$ cat src/rtl/mi_pkg.sv
`timescale 1ns / 1ps
`default_nettype none

package mi_pkg;

    localparam int FIELD_W = 31;

    typedef enum logic [2:0] {
        CMD_IDLE,
        CMD_LOAD,
        CMD_DIV,
        CMD_REDUCE,
        CMD_SETUP,
        CMD_UPDATE,
        CMD_FINISH
    } dp_cmd_t;

    typedef enum logic [2:0] {
        S_IDLE,
        S_DIV_A,
        S_REDUCE,
        S_TEST,
        S_DIV,
        S_UPDATE,
        S_FIN
    } state_t;

    typedef struct packed {
        logic r1_zero;
        logic div_last;
    } dp_status_t;

endpackage

`default_nettype wire

$ cat src/rtl/modular_inverse.sv
`timescale 1ns / 1ps
`default_nettype none

// Modular inverse by the extended Euclidean algorithm, one operand pair at a time.
// Each Euclid quotient step is a bit-serial division of W = min(WORD_BITS-1, 31) bits;
// the value is first reduced modulo the modulus by one such division.
// A new pair is taken only when idle; a new start is taken in the cycle done shows.
// The result beat is held for one cycle under done; the receiver cannot stall.
// Reset clears the controller and the result registers; operands need no reset.

module modular_inverse
    import mi_pkg::*;
#(
    parameter int WORD_BITS = 32
)
(
    input  wire logic               clk,
    input  wire logic               rst_n,
    input  wire logic               start,
    output logic                    busy,
    input  wire logic [FIELD_W-1:0] value,
    input  wire logic [FIELD_W-1:0] modulus,
    output logic                    done,
    output logic      [FIELD_W-1:0] inverse,
    output logic                    not_invertible
);

    dp_cmd_t    cmd;
    dp_status_t status;

    mi_ctrl u_ctrl (
        .clk    (clk),
        .rst_n  (rst_n),
        .start  (start),
        .status (status),
        .cmd    (cmd),
        .busy   (busy),
        .done   (done)
    );

    mi_datapath #(
        .WORD_BITS (WORD_BITS)
    ) u_datapath (
        .clk            (clk),
        .rst_n          (rst_n),
        .cmd            (cmd),
        .value          (value),
        .modulus        (modulus),
        .status         (status),
        .inverse        (inverse),
        .not_invertible (not_invertible)
    );

endmodule

`default_nettype wire

$ cat src/rtl/mi_ctrl.sv
`timescale 1ns / 1ps
`default_nettype none

module mi_ctrl
    import mi_pkg::*;
(
    input  wire logic       clk,
    input  wire logic       rst_n,
    input  wire logic       start,
    input  wire dp_status_t status,
    output dp_cmd_t         cmd,
    output logic            busy,
    output logic            done
);

    state_t state_reg;
    state_t state_next;
    logic   done_reg;
    logic   done_next;

    always_ff @(posedge clk or negedge rst_n)
    begin
        if (!rst_n)
        begin
            state_reg <= S_IDLE;
            done_reg  <= 1'b0;
        end
        else
        begin
            state_reg <= state_next;
            done_reg  <= done_next;
        end
    end

    always_comb
    begin
        state_next = state_reg;
        cmd        = CMD_IDLE;
        done_next  = 1'b0;
        case (state_reg)
            S_IDLE:
            begin
                if (start)
                begin
                    cmd        = CMD_LOAD;
                    state_next = S_DIV_A;
                end
            end
            S_DIV_A:
            begin
                cmd = CMD_DIV;
                if (status.div_last)
                begin
                    state_next = S_REDUCE;
                end
            end
            S_REDUCE:
            begin
                cmd        = CMD_REDUCE;
                state_next = S_TEST;
            end
            S_TEST:
            begin
                // stop once the remainder sequence reaches zero
                if (status.r1_zero)
                begin
                    state_next = S_FIN;
                end
                else
                begin
                    cmd        = CMD_SETUP;
                    state_next = S_DIV;
                end
            end
            S_DIV:
            begin
                cmd = CMD_DIV;
                if (status.div_last)
                begin
                    state_next = S_UPDATE;
                end
            end
            S_UPDATE:
            begin
                cmd        = CMD_UPDATE;
                state_next = S_TEST;
            end
            S_FIN:
            begin
                cmd        = CMD_FINISH;
                done_next  = 1'b1;
                state_next = S_IDLE;
            end
            default:
            begin
                state_next = S_IDLE;
            end
        endcase
    end

    assign busy = (state_reg != S_IDLE);
    assign done = done_reg;

endmodule

`default_nettype wire

$ cat src/rtl/mi_datapath.sv
`timescale 1ns / 1ps
`default_nettype none

module mi_datapath
    import mi_pkg::*;
#(
    parameter int WORD_BITS = 32
)
(
    input  wire logic               clk,
    input  wire logic               rst_n,
    input  wire dp_cmd_t            cmd,
    input  wire logic [FIELD_W-1:0] value,
    input  wire logic [FIELD_W-1:0] modulus,
    output dp_status_t              status,
    output logic      [FIELD_W-1:0] inverse,
    output logic                    not_invertible
);

    localparam int OW = (WORD_BITS - 1 < FIELD_W) ? WORD_BITS - 1 : FIELD_W;
    localparam int TW = OW + 2;
    localparam int CW = $clog2(OW);

    logic        [OW-1:0]      m_reg;
    logic        [OW-1:0]      r0_reg;
    logic        [OW-1:0]      r1_reg;
    logic        [OW-1:0]      rem_reg;
    logic        [OW-1:0]      quo_reg;
    logic signed [TW-1:0]      t0_reg;
    logic signed [TW-1:0]      t1_reg;
    logic signed [TW-1:0]      acc_reg;
    logic        [CW-1:0]      cnt_reg;
    logic        [FIELD_W-1:0] inv_reg;
    logic                      fail_reg;

    logic        [OW:0]        rem_sh;
    logic        [OW:0]        rem_diff;
    logic                      qbit;
    logic signed [TW-1:0]      acc_step;
    logic signed [TW-1:0]      t0_fix;
    logic                      fail_now;

    // one restoring division step: bring down the next dividend bit
    assign rem_sh   = {rem_reg, quo_reg[OW-1]};
    assign rem_diff = rem_sh - {1'b0, r1_reg};
    assign qbit     = (rem_sh >= {1'b0, r1_reg});
    // build q*t1 alongside, MSB of q first
    assign acc_step = (acc_reg <<< 1) + (qbit ? t1_reg : TW'(0));

    assign t0_fix   = t0_reg[TW-1] ? (t0_reg + $signed({2'b00, m_reg})) : t0_reg;
    assign fail_now = (m_reg == '0) || (r0_reg != OW'(1));

    always_ff @(posedge clk)
    begin
        case (cmd)
            CMD_LOAD:
            begin
                m_reg   <= modulus[OW-1:0];
                r0_reg  <= modulus[OW-1:0];
                r1_reg  <= modulus[OW-1:0];
                quo_reg <= value[OW-1:0];
                rem_reg <= '0;
                acc_reg <= '0;
                cnt_reg <= '0;
                t0_reg  <= '0;
                t1_reg  <= TW'(1);
            end
            CMD_DIV:
            begin
                rem_reg <= qbit ? rem_diff[OW-1:0] : rem_sh[OW-1:0];
                quo_reg <= {quo_reg[OW-2:0], qbit};
                acc_reg <= acc_step;
                cnt_reg <= cnt_reg + CW'(1);
            end
            CMD_REDUCE:
            begin
                r1_reg <= rem_reg;
            end
            CMD_SETUP:
            begin
                quo_reg <= r0_reg;
                rem_reg <= '0;
                acc_reg <= '0;
                cnt_reg <= '0;
            end
            CMD_UPDATE:
            begin
                r0_reg <= r1_reg;
                r1_reg <= rem_reg;
                t0_reg <= t1_reg;
                t1_reg <= t0_reg - acc_reg;
            end
            default:
            begin
            end
        endcase
    end

    always_ff @(posedge clk or negedge rst_n)
    begin
        if (!rst_n)
        begin
            inv_reg  <= '0;
            fail_reg <= 1'b0;
        end
        else if (cmd == CMD_FINISH)
        begin
            fail_reg <= fail_now;
            inv_reg  <= fail_now ? '0 : FIELD_W'(t0_fix[OW-1:0]);
        end
    end

    assign status.r1_zero  = (r1_reg == '0);
    assign status.div_last = (cnt_reg == CW'(OW - 1));
    assign inverse         = inv_reg;
    assign not_invertible  = fail_reg;

endmodule

`default_nettype wire
$ cat config.mk
export PLATFORM = sky130hd
export DESIGN_NAME = modular_inverse
export DESIGN_NICKNAME = d
export VERILOG_FILES = /design/src/rtl/mi_pkg.sv /design/src/rtl/modular_inverse.sv /design/src/rtl/mi_ctrl.sv /design/src/rtl/mi_datapath.sv
export SDC_FILE = /design/constraint.sdc
export NUM_CORES = 1
export LEC_CHECK = 0
export BUFFER_PORTS_ARGS = -buffer_cell sky130_fd_sc_hd__buf_2
export CAP_MARGIN = 20
export CELL_PAD_IN_SITES_DETAIL_PLACEMENT = 1
export CELL_PAD_IN_SITES_GLOBAL_PLACEMENT = 1
export CORE_MARGIN = 3
export CORE_UTILIZATION = 37
export CTS_CLUSTER_DIAMETER = 60
export DETAILED_ROUTE_END_ITERATION = 6
export GPL_TIMING_DRIVEN = 0
export PLACE_DENSITY_LB_ADDON = 0.1
export SYNTH_ARGS = -nofsm -noshare
export SYNTH_HDL_FRONTEND = slang
export SYNTH_SLANG_ARGS = --single-unit
$ cat constraint.sdc
create_clock -name clk -period 8.3 [get_ports clk]
set_clock_uncertainty 0.05 [all_clocks]
set_input_delay 2.49 -clock clk [delete_from_list [all_inputs] [get_ports clk]]
set_output_delay 2.49 -clock clk [all_outputs]
set_load 0.005 [all_outputs]
* Word level (Yosys, flattened, before mapping)
Cells that the tools add are included.
** Word-level totals
- Bits of input ports :: 65
- Logic and storage cells :: 71
- Output and inout port bits :: 34
- Register bits :: 295
** Operators by class
- Muxes and demuxes :: 21
- Add/sub/neg operators :: 5
- Order comparisons :: 1
- Eq/ne operators :: 17
- Reduce and logical (&&, ||, !) cells :: 14
** Operator list (count)
- one-hot mux 33 bit (2 select lines) :: 3
- one-hot mux 31 bit (2 select lines) :: 3
- 2-to-1 mux 31 bit :: 3
- one-hot mux 31 bit (3 select lines) :: 1
- logical NOT 31 bit :: 2
- adder 33 bit :: 1
- 2-to-1 mux 33 bit :: 1
- subtractor 33 bit :: 1
- >= comparator 32 x 31 -> 1 bit :: 1
- adder 31 bit :: 1
- != test 31 x 1 -> 1 bit (second input constant) :: 1
- subtractor 31 bit :: 1
- equality test 3 bit (second input constant) :: 6
- one-hot mux 3 bit (6 select lines) :: 1
- one-hot mux 3 bit (5 select lines) :: 1
- equality test 3 x 2 -> 1 bit (second input constant) :: 4
- 2-to-1 mux 3 bit :: 4
- one-hot mux 5 bit (2 select lines) :: 1
- OR reduction 2 bit :: 4
- equality test 3 x 1 -> 1 bit (second input constant) :: 2
- != test 2 bit (second input constant) :: 3
- nonzero test 2 bit :: 3
- nonzero test 3 bit :: 2
- adder 5 x 1 -> 5 bit (second input constant) :: 1
- other kinds (6) :: 7

* Longest topological paths before layout
- Depth in word-level cells :: 6
- Mapped depth :: 22
- Depth with buffers taken out :: 20

* Hierarchy
Synthesis repeated with hierarchy kept, for this count alone.
** Unflattened totals
- Cell total of the unflattened synthesis :: 1834
- Area, all modules :: 18726.7 um^2
** Modules (own cells, without submodules)
- mi_datapath :: area each 18487.7 um^2, times used 1, cells each 1806, seq. area each 8578.2 um^2
- mi_ctrl :: area each 239.0 um^2, times used 1, cells each 28, seq. area each 100.1 um^2

* Least setup slack after synthesis
No wires, ideal clock.
- Path type :: input to register
- Start :: input port start
- End :: register u_datapath.r0_reg[0] (enable)
- Arrival :: 7.246 ns
- Cell stages on the path :: 2
- Slack :: 0.419 ns
- Required time :: 7.665 ns
- Cells stage by stage :: nand2_1 -> a21oi_1
** On the way
- Longest elaborated chain between the ends :: 4
- Elaborated cells on any way between the ends :: 5
** RTL lines
- start, declared :: RTL line modular_inverse.sv:19 : input wire logic start,
- 2-to-1 mux 1 bit (*) :: RTL line mi_ctrl.sv:43 : if (start)
- one-hot mux 3 bit (6 select lines) (*) :: RTL line mi_ctrl.sv:40 : case (state_reg)
- equality test 3 bit or equality test 3 x 1 -> 1 bit (tied branches) :: RTL line mi_datapath.sv:55 : case (cmd)
- nonzero test 2 bit (no source line) (*)
- end signal, assigned :: RTL line mi_datapath.sv:59 : r0_reg <= modulus[OW-1:0];
- end signal, assigned :: RTL line mi_datapath.sv:88 : r0_reg <= r1_reg;
- end, declared :: RTL line mi_datapath.sv:25 : logic [OW-1:0] r0_reg;
Mark *: on every way between the ends. The rest lies on a longest branch, timed or not.
A chain may end at the register's enable or synchronous reset.

* Worst setup path after layout
- Start :: register u_datapath.r1_reg[0]
- End :: register u_datapath.acc_reg[31] (data pin)
** On the way
- Longest elaborated chain between the ends :: 6
- Elaborated cells on any way between the ends :: 11
** RTL lines
- start, declared :: RTL line mi_datapath.sv:26 : logic [OW-1:0] r1_reg;
- start signal, assigned :: RTL line mi_datapath.sv:60 : r1_reg <= modulus[OW-1:0];
- start signal, assigned :: RTL line mi_datapath.sv:77 : r1_reg <= rem_reg;
- start signal, assigned :: RTL line mi_datapath.sv:89 : r1_reg <= rem_reg;
- branches (longest 5 deep; another with adder 33 bit)
- one-hot mux 33 bit (2 select lines) (*) :: RTL line mi_datapath.sv:55
- end signal, assigned :: RTL line mi_datapath.sv:72 : acc_reg <= acc_step;
- end, declared :: RTL line mi_datapath.sv:31 : logic signed [TW-1:0] acc_reg;
Mark *: on every way between the ends.

==> impl_metrics.sql <==
INSERT INTO impl_metrics (metric_group, metric, value, unit) VALUES
('logic_synthesis', 'yosys_warnings', '0', ''),
('route', 'post_drt_via_cell_ratio', '5.54', ''),
('cts', 'cts_setup_buffers', '0', ''),
('worst_setup_path', 'critPathMaxFanout', '10', ''),
('route', 'route.vias.total', '14900', ''),
('floorplan', 'ioPinCount', '99', ''),
('cts', 'clk_sinks', '295', ''),
('worst_setup_path', 'critical_path_required', '8.54', 'ns'),
('worst_setup_path', 'worst-path-stages', '21', ''),
('timing', 'grt_setup_unrepaired', 'no', ''),
('pwr', 'total_power', '3.44', 'mW'),
('timing', 'fin_max_slew_vios', '0', ''),
('worst_setup_path', 'worstSetupStartpointType', 'flop', ''),
('final_layout', 'area_growth_from_synthesis_to_final_layout', '15.3', '%'),
('pwr', 'ir_worst_vdd', '0.145', 'mV'),
('run_status', 'outcome', 'finished clean', ''),
('final_layout', 'utilization', '0.435', ''),
('logic_synthesis', 'synthTopCellsByCount', '259 x sky130_fd_sc_hd__edfxtp_1, 198 x sky130_fd_sc_hd__nand2_1, 154 x sky130_fd_sc_hd__nor2_1, 126 x sky130_fd_sc_hd__ha_1, 123 x sky130_fd_sc_hd__a21oi_1', ''),
('final_layout', 'num-fill-cells', '5578', ''),
('timing', 'setup-tns-final', '0', 'ns'),
('logic_synthesis', 'post-synth-top-count-cell', 'sky130_fd_sc_hd__edfxtp_1', ''),
('route', 'wirelength_met1', '29.8', 'mm'),
('timing', 'finalSetupViolations', '0', ''),
('logic_synthesis', 'synthDominantAreaCellType', 'sky130_fd_sc_hd__edfxtp_1', ''),
('worst_setup_path', 'family_with_the_most_delay_on_the_worst_path', 'compound AO/OA/AOI/OAI gates', ''),
('pwr', 'pwr_density_cell', '160', 'mW/mm^2'),
('logic_synthesis', 'ys_ff_latch', '295', ''),
('floorplan', 'area_of_the_placeable_core', '0.0494', 'sq mm'),
('logic_synthesis', 'ys_seq_area_frac', '0.466', ''),
('cts', 'hold_buffers', '0', ''),
('grt', 'grt_overflow_total', '0', ''),
('cts', 'cts-resized-gates', '0', ''),
('route', 'routed_met2_length', '26.6', 'mm'),
('route', 'initialDrtViolationCount', '1077', ''),
('logic_synthesis', 'synth_compound_gate_area_share', '0.171', ''),
('logic_synthesis', 'post_synth_edffs', '259', ''),
('route', 'drt-pass1-iter-count', '5', ''),
('route', 'antenna_viol_nets_final', '0', ''),
('worst_setup_path', 'path_buf_inv', '2', ''),
('grt', 'grt_use_total', '0.227', ''),
('logic_synthesis', 'synth.area.mux_share', '0.0367', ''),
('worst_setup_path', 'max_stage_delay', '0.89', 'ns'),
('cts', 'clock_insertion_delay_worst_skew', '0.58', 'ns'),
('floorplan', 'floorplan.initialDensity', '0.378', ''),
('timing', 'worst-slew-pin-transition', '1.16', 'ns'),
('timing', 'report.final.hold_viol_count', '0', ''),
('cts', 'cts_buffers', '39', ''),
('placed_design', 'placed_cell_area', '0.0201', 'sq mm'),
('hold_path', 'hold-path-cell-count', '2', ''),
('route', 'wl_per_cell', '22.5', 'um'),
('grt', 'maximum_number_of_pins_on_one_net_before_global_route_repair', '45', ''),
('final_layout', 'finalInstanceArea', '0.0215', 'sq mm'),
('placed_design', 'buffer_ports.inserted', '98', ''),
('grt', 'grt_pass1_vias', '15300', ''),
('logic_synthesis', 'syn_area_per_cell', '10.1', 'sq um'),
('route', 'route.met3.wl', '3.14', 'mm'),
('worst_setup_path', 'cells_on_worst_reg2reg_path', '21', ''),
('timing', 'achievable-frequency', '147', 'MHz'),
('flow_run', 'cap_viol_max_count', '0', ''),
('logic_synthesis', 'synth.top_cells.by_area', 'sky130_fd_sc_hd__edfxtp_1 42%, sky130_fd_sc_hd__ha_1 8.5%, sky130_fd_sc_hd__dfrtp_1 4.8%', ''),
('cts', 'cts_max_path_buffers', '3', ''),
('cts', 'tritoncts', 'yes', ''),
('pwr', 'total_leakage_power', '8.96', 'nW'),
('cts', 'cts.clk_slew.worst_paths', '0.06', 'ns'),
('logic_synthesis', 'synth_area', '0.0186', 'sq mm'),
('cts', 'ctsRootBufferMaster', 'sky130_fd_sc_hd__clkbuf_16', ''),
('final_layout', 'final_nets', '2194', ''),
('route', 'routed.top_layer', 'met5', ''),
('floorplan', 'die_width', '230', 'um'),
('logic_synthesis', 'syn-num-nets', '2048', ''),
('placed_design', 'hpwl', '47.3', 'mm');
cells by family after synthesis:
group | Yosys count
buffers and inverters | 162
AND/OR/NAND/NOR | 601
adder cells (fa/ha/maj) | 130
multiplexers | 65
XOR/XNOR | 108
AO/OA/AOI/OAI | 492
flip-flops | 295
path summary, 6_finish.rpt:
kind | end | slack, ns | from
max | u_datapath.acc_reg[31]$_SDFFCE_PP0P_ | 1.50 | u_datapath.r1_reg[0]$_DFFE_PP_
min | u_datapath.inverse[13]$_DFFE_PN0N_ | 0.42 | u_datapath.inverse[13]$_DFFE_PN0N_
max reg2reg | u_datapath.acc_reg[31]$_SDFFCE_PP0P_ | 1.50 | u_datapath.r1_reg[0]$_DFFE_PP_
min reg2reg | u_datapath.inverse[13]$_DFFE_PN0N_ | 0.42 | u_datapath.inverse[13]$_DFFE_PN0N_
max in group asynchronous | u_datapath.inverse[26]$_DFFE_PN0N_ | 5.57 | rst_n
min in group asynchronous | u_datapath.inverse[0]$_DFFE_PN0N_ | 2.02 | rst_n
power breakdown:
part / internal [mW] / leakage, nW / switching [mW]
combinational: 0.0184 / 5.33 / 0.0302
sequential: 1.60 / 2.97 / 0
clock: 1.07 / 0.654 / 0.717
total: 2.69 / 8.96 / 0.747
cells in the final DEF, fill, tap and decap left out, types with 18 or more instances in the layout:
master,n
sky130_fd_sc_hd__a211oi_1,25
sky130_fd_sc_hd__a21o_1,56
sky130_fd_sc_hd__a21oi_1,122
sky130_fd_sc_hd__a22oi_1,33
sky130_fd_sc_hd__and2_1,77
sky130_fd_sc_hd__buf_2,102
sky130_fd_sc_hd__clkbuf_1,58
sky130_fd_sc_hd__clkbuf_16,39
sky130_fd_sc_hd__dfrtp_1,36
sky130_fd_sc_hd__edfxtp_1,259
sky130_fd_sc_hd__ha_1,126
sky130_fd_sc_hd__inv_1,99
sky130_fd_sc_hd__mux2_2,27
sky130_fd_sc_hd__mux2i_1,38
sky130_fd_sc_hd__nand2_1,197
sky130_fd_sc_hd__nand2b_1,19
sky130_fd_sc_hd__nand3_1,24
sky130_fd_sc_hd__nand4_1,20
sky130_fd_sc_hd__nor2_1,154
sky130_fd_sc_hd__nor3_1,22
sky130_fd_sc_hd__nor4_1,25
sky130_fd_sc_hd__o21ai_0,111
sky130_fd_sc_hd__o21ai_1,18
sky130_fd_sc_hd__xnor2_1,58
sky130_fd_sc_hd__xor2_1,50
routing by layer:
metal / global-route usage / vias to the layer above
li1: - / 7095
met1: 0.336 / 7432
met2: 0.351 / 339
met3: 0.0313 / 58
met4: 0.0509 / 2
met5: 0 / -
area by class of cell:
type	instances	area, sq um	share of cell area
Buffer	63	253	0.0118
Sequential cell	295	8680	0.404
Multi-Input combinational cell	1396	9350	0.435
Timing Repair Buffer	105	648	0.0302
Tap cell	664	831	0.0387
Inverter	99	372	0.0173
Clock inverter	22	295	0.0137
Clock buffer	50	1060	0.0492
per-stage QoR:
step | std cells | hold slack, ns | setup slack [ns]
2_1_floorplan | 1853 | 0.423 | 0.419
3_3_place_gp | 2615 | 0.412 | -2.37
3_5_place_dp | 2621 | 0.417 | 1.46
4_1_cts | 2693 | 0.430 | 1.39
5_1_grt | 2694 | 0.470 | 1.11
6_report | 2694 | 0.423 | 1.50
worst min-delay path: stages, from the launching register on:
cell and delay (ns):
sky130_fd_sc_hd__dfrtp_1 0.33, sky130_fd_sc_hd__nand2_1 0.05, sky130_fd_sc_hd__o21ai_0 0.06
(Power assumes the default switching activity.)
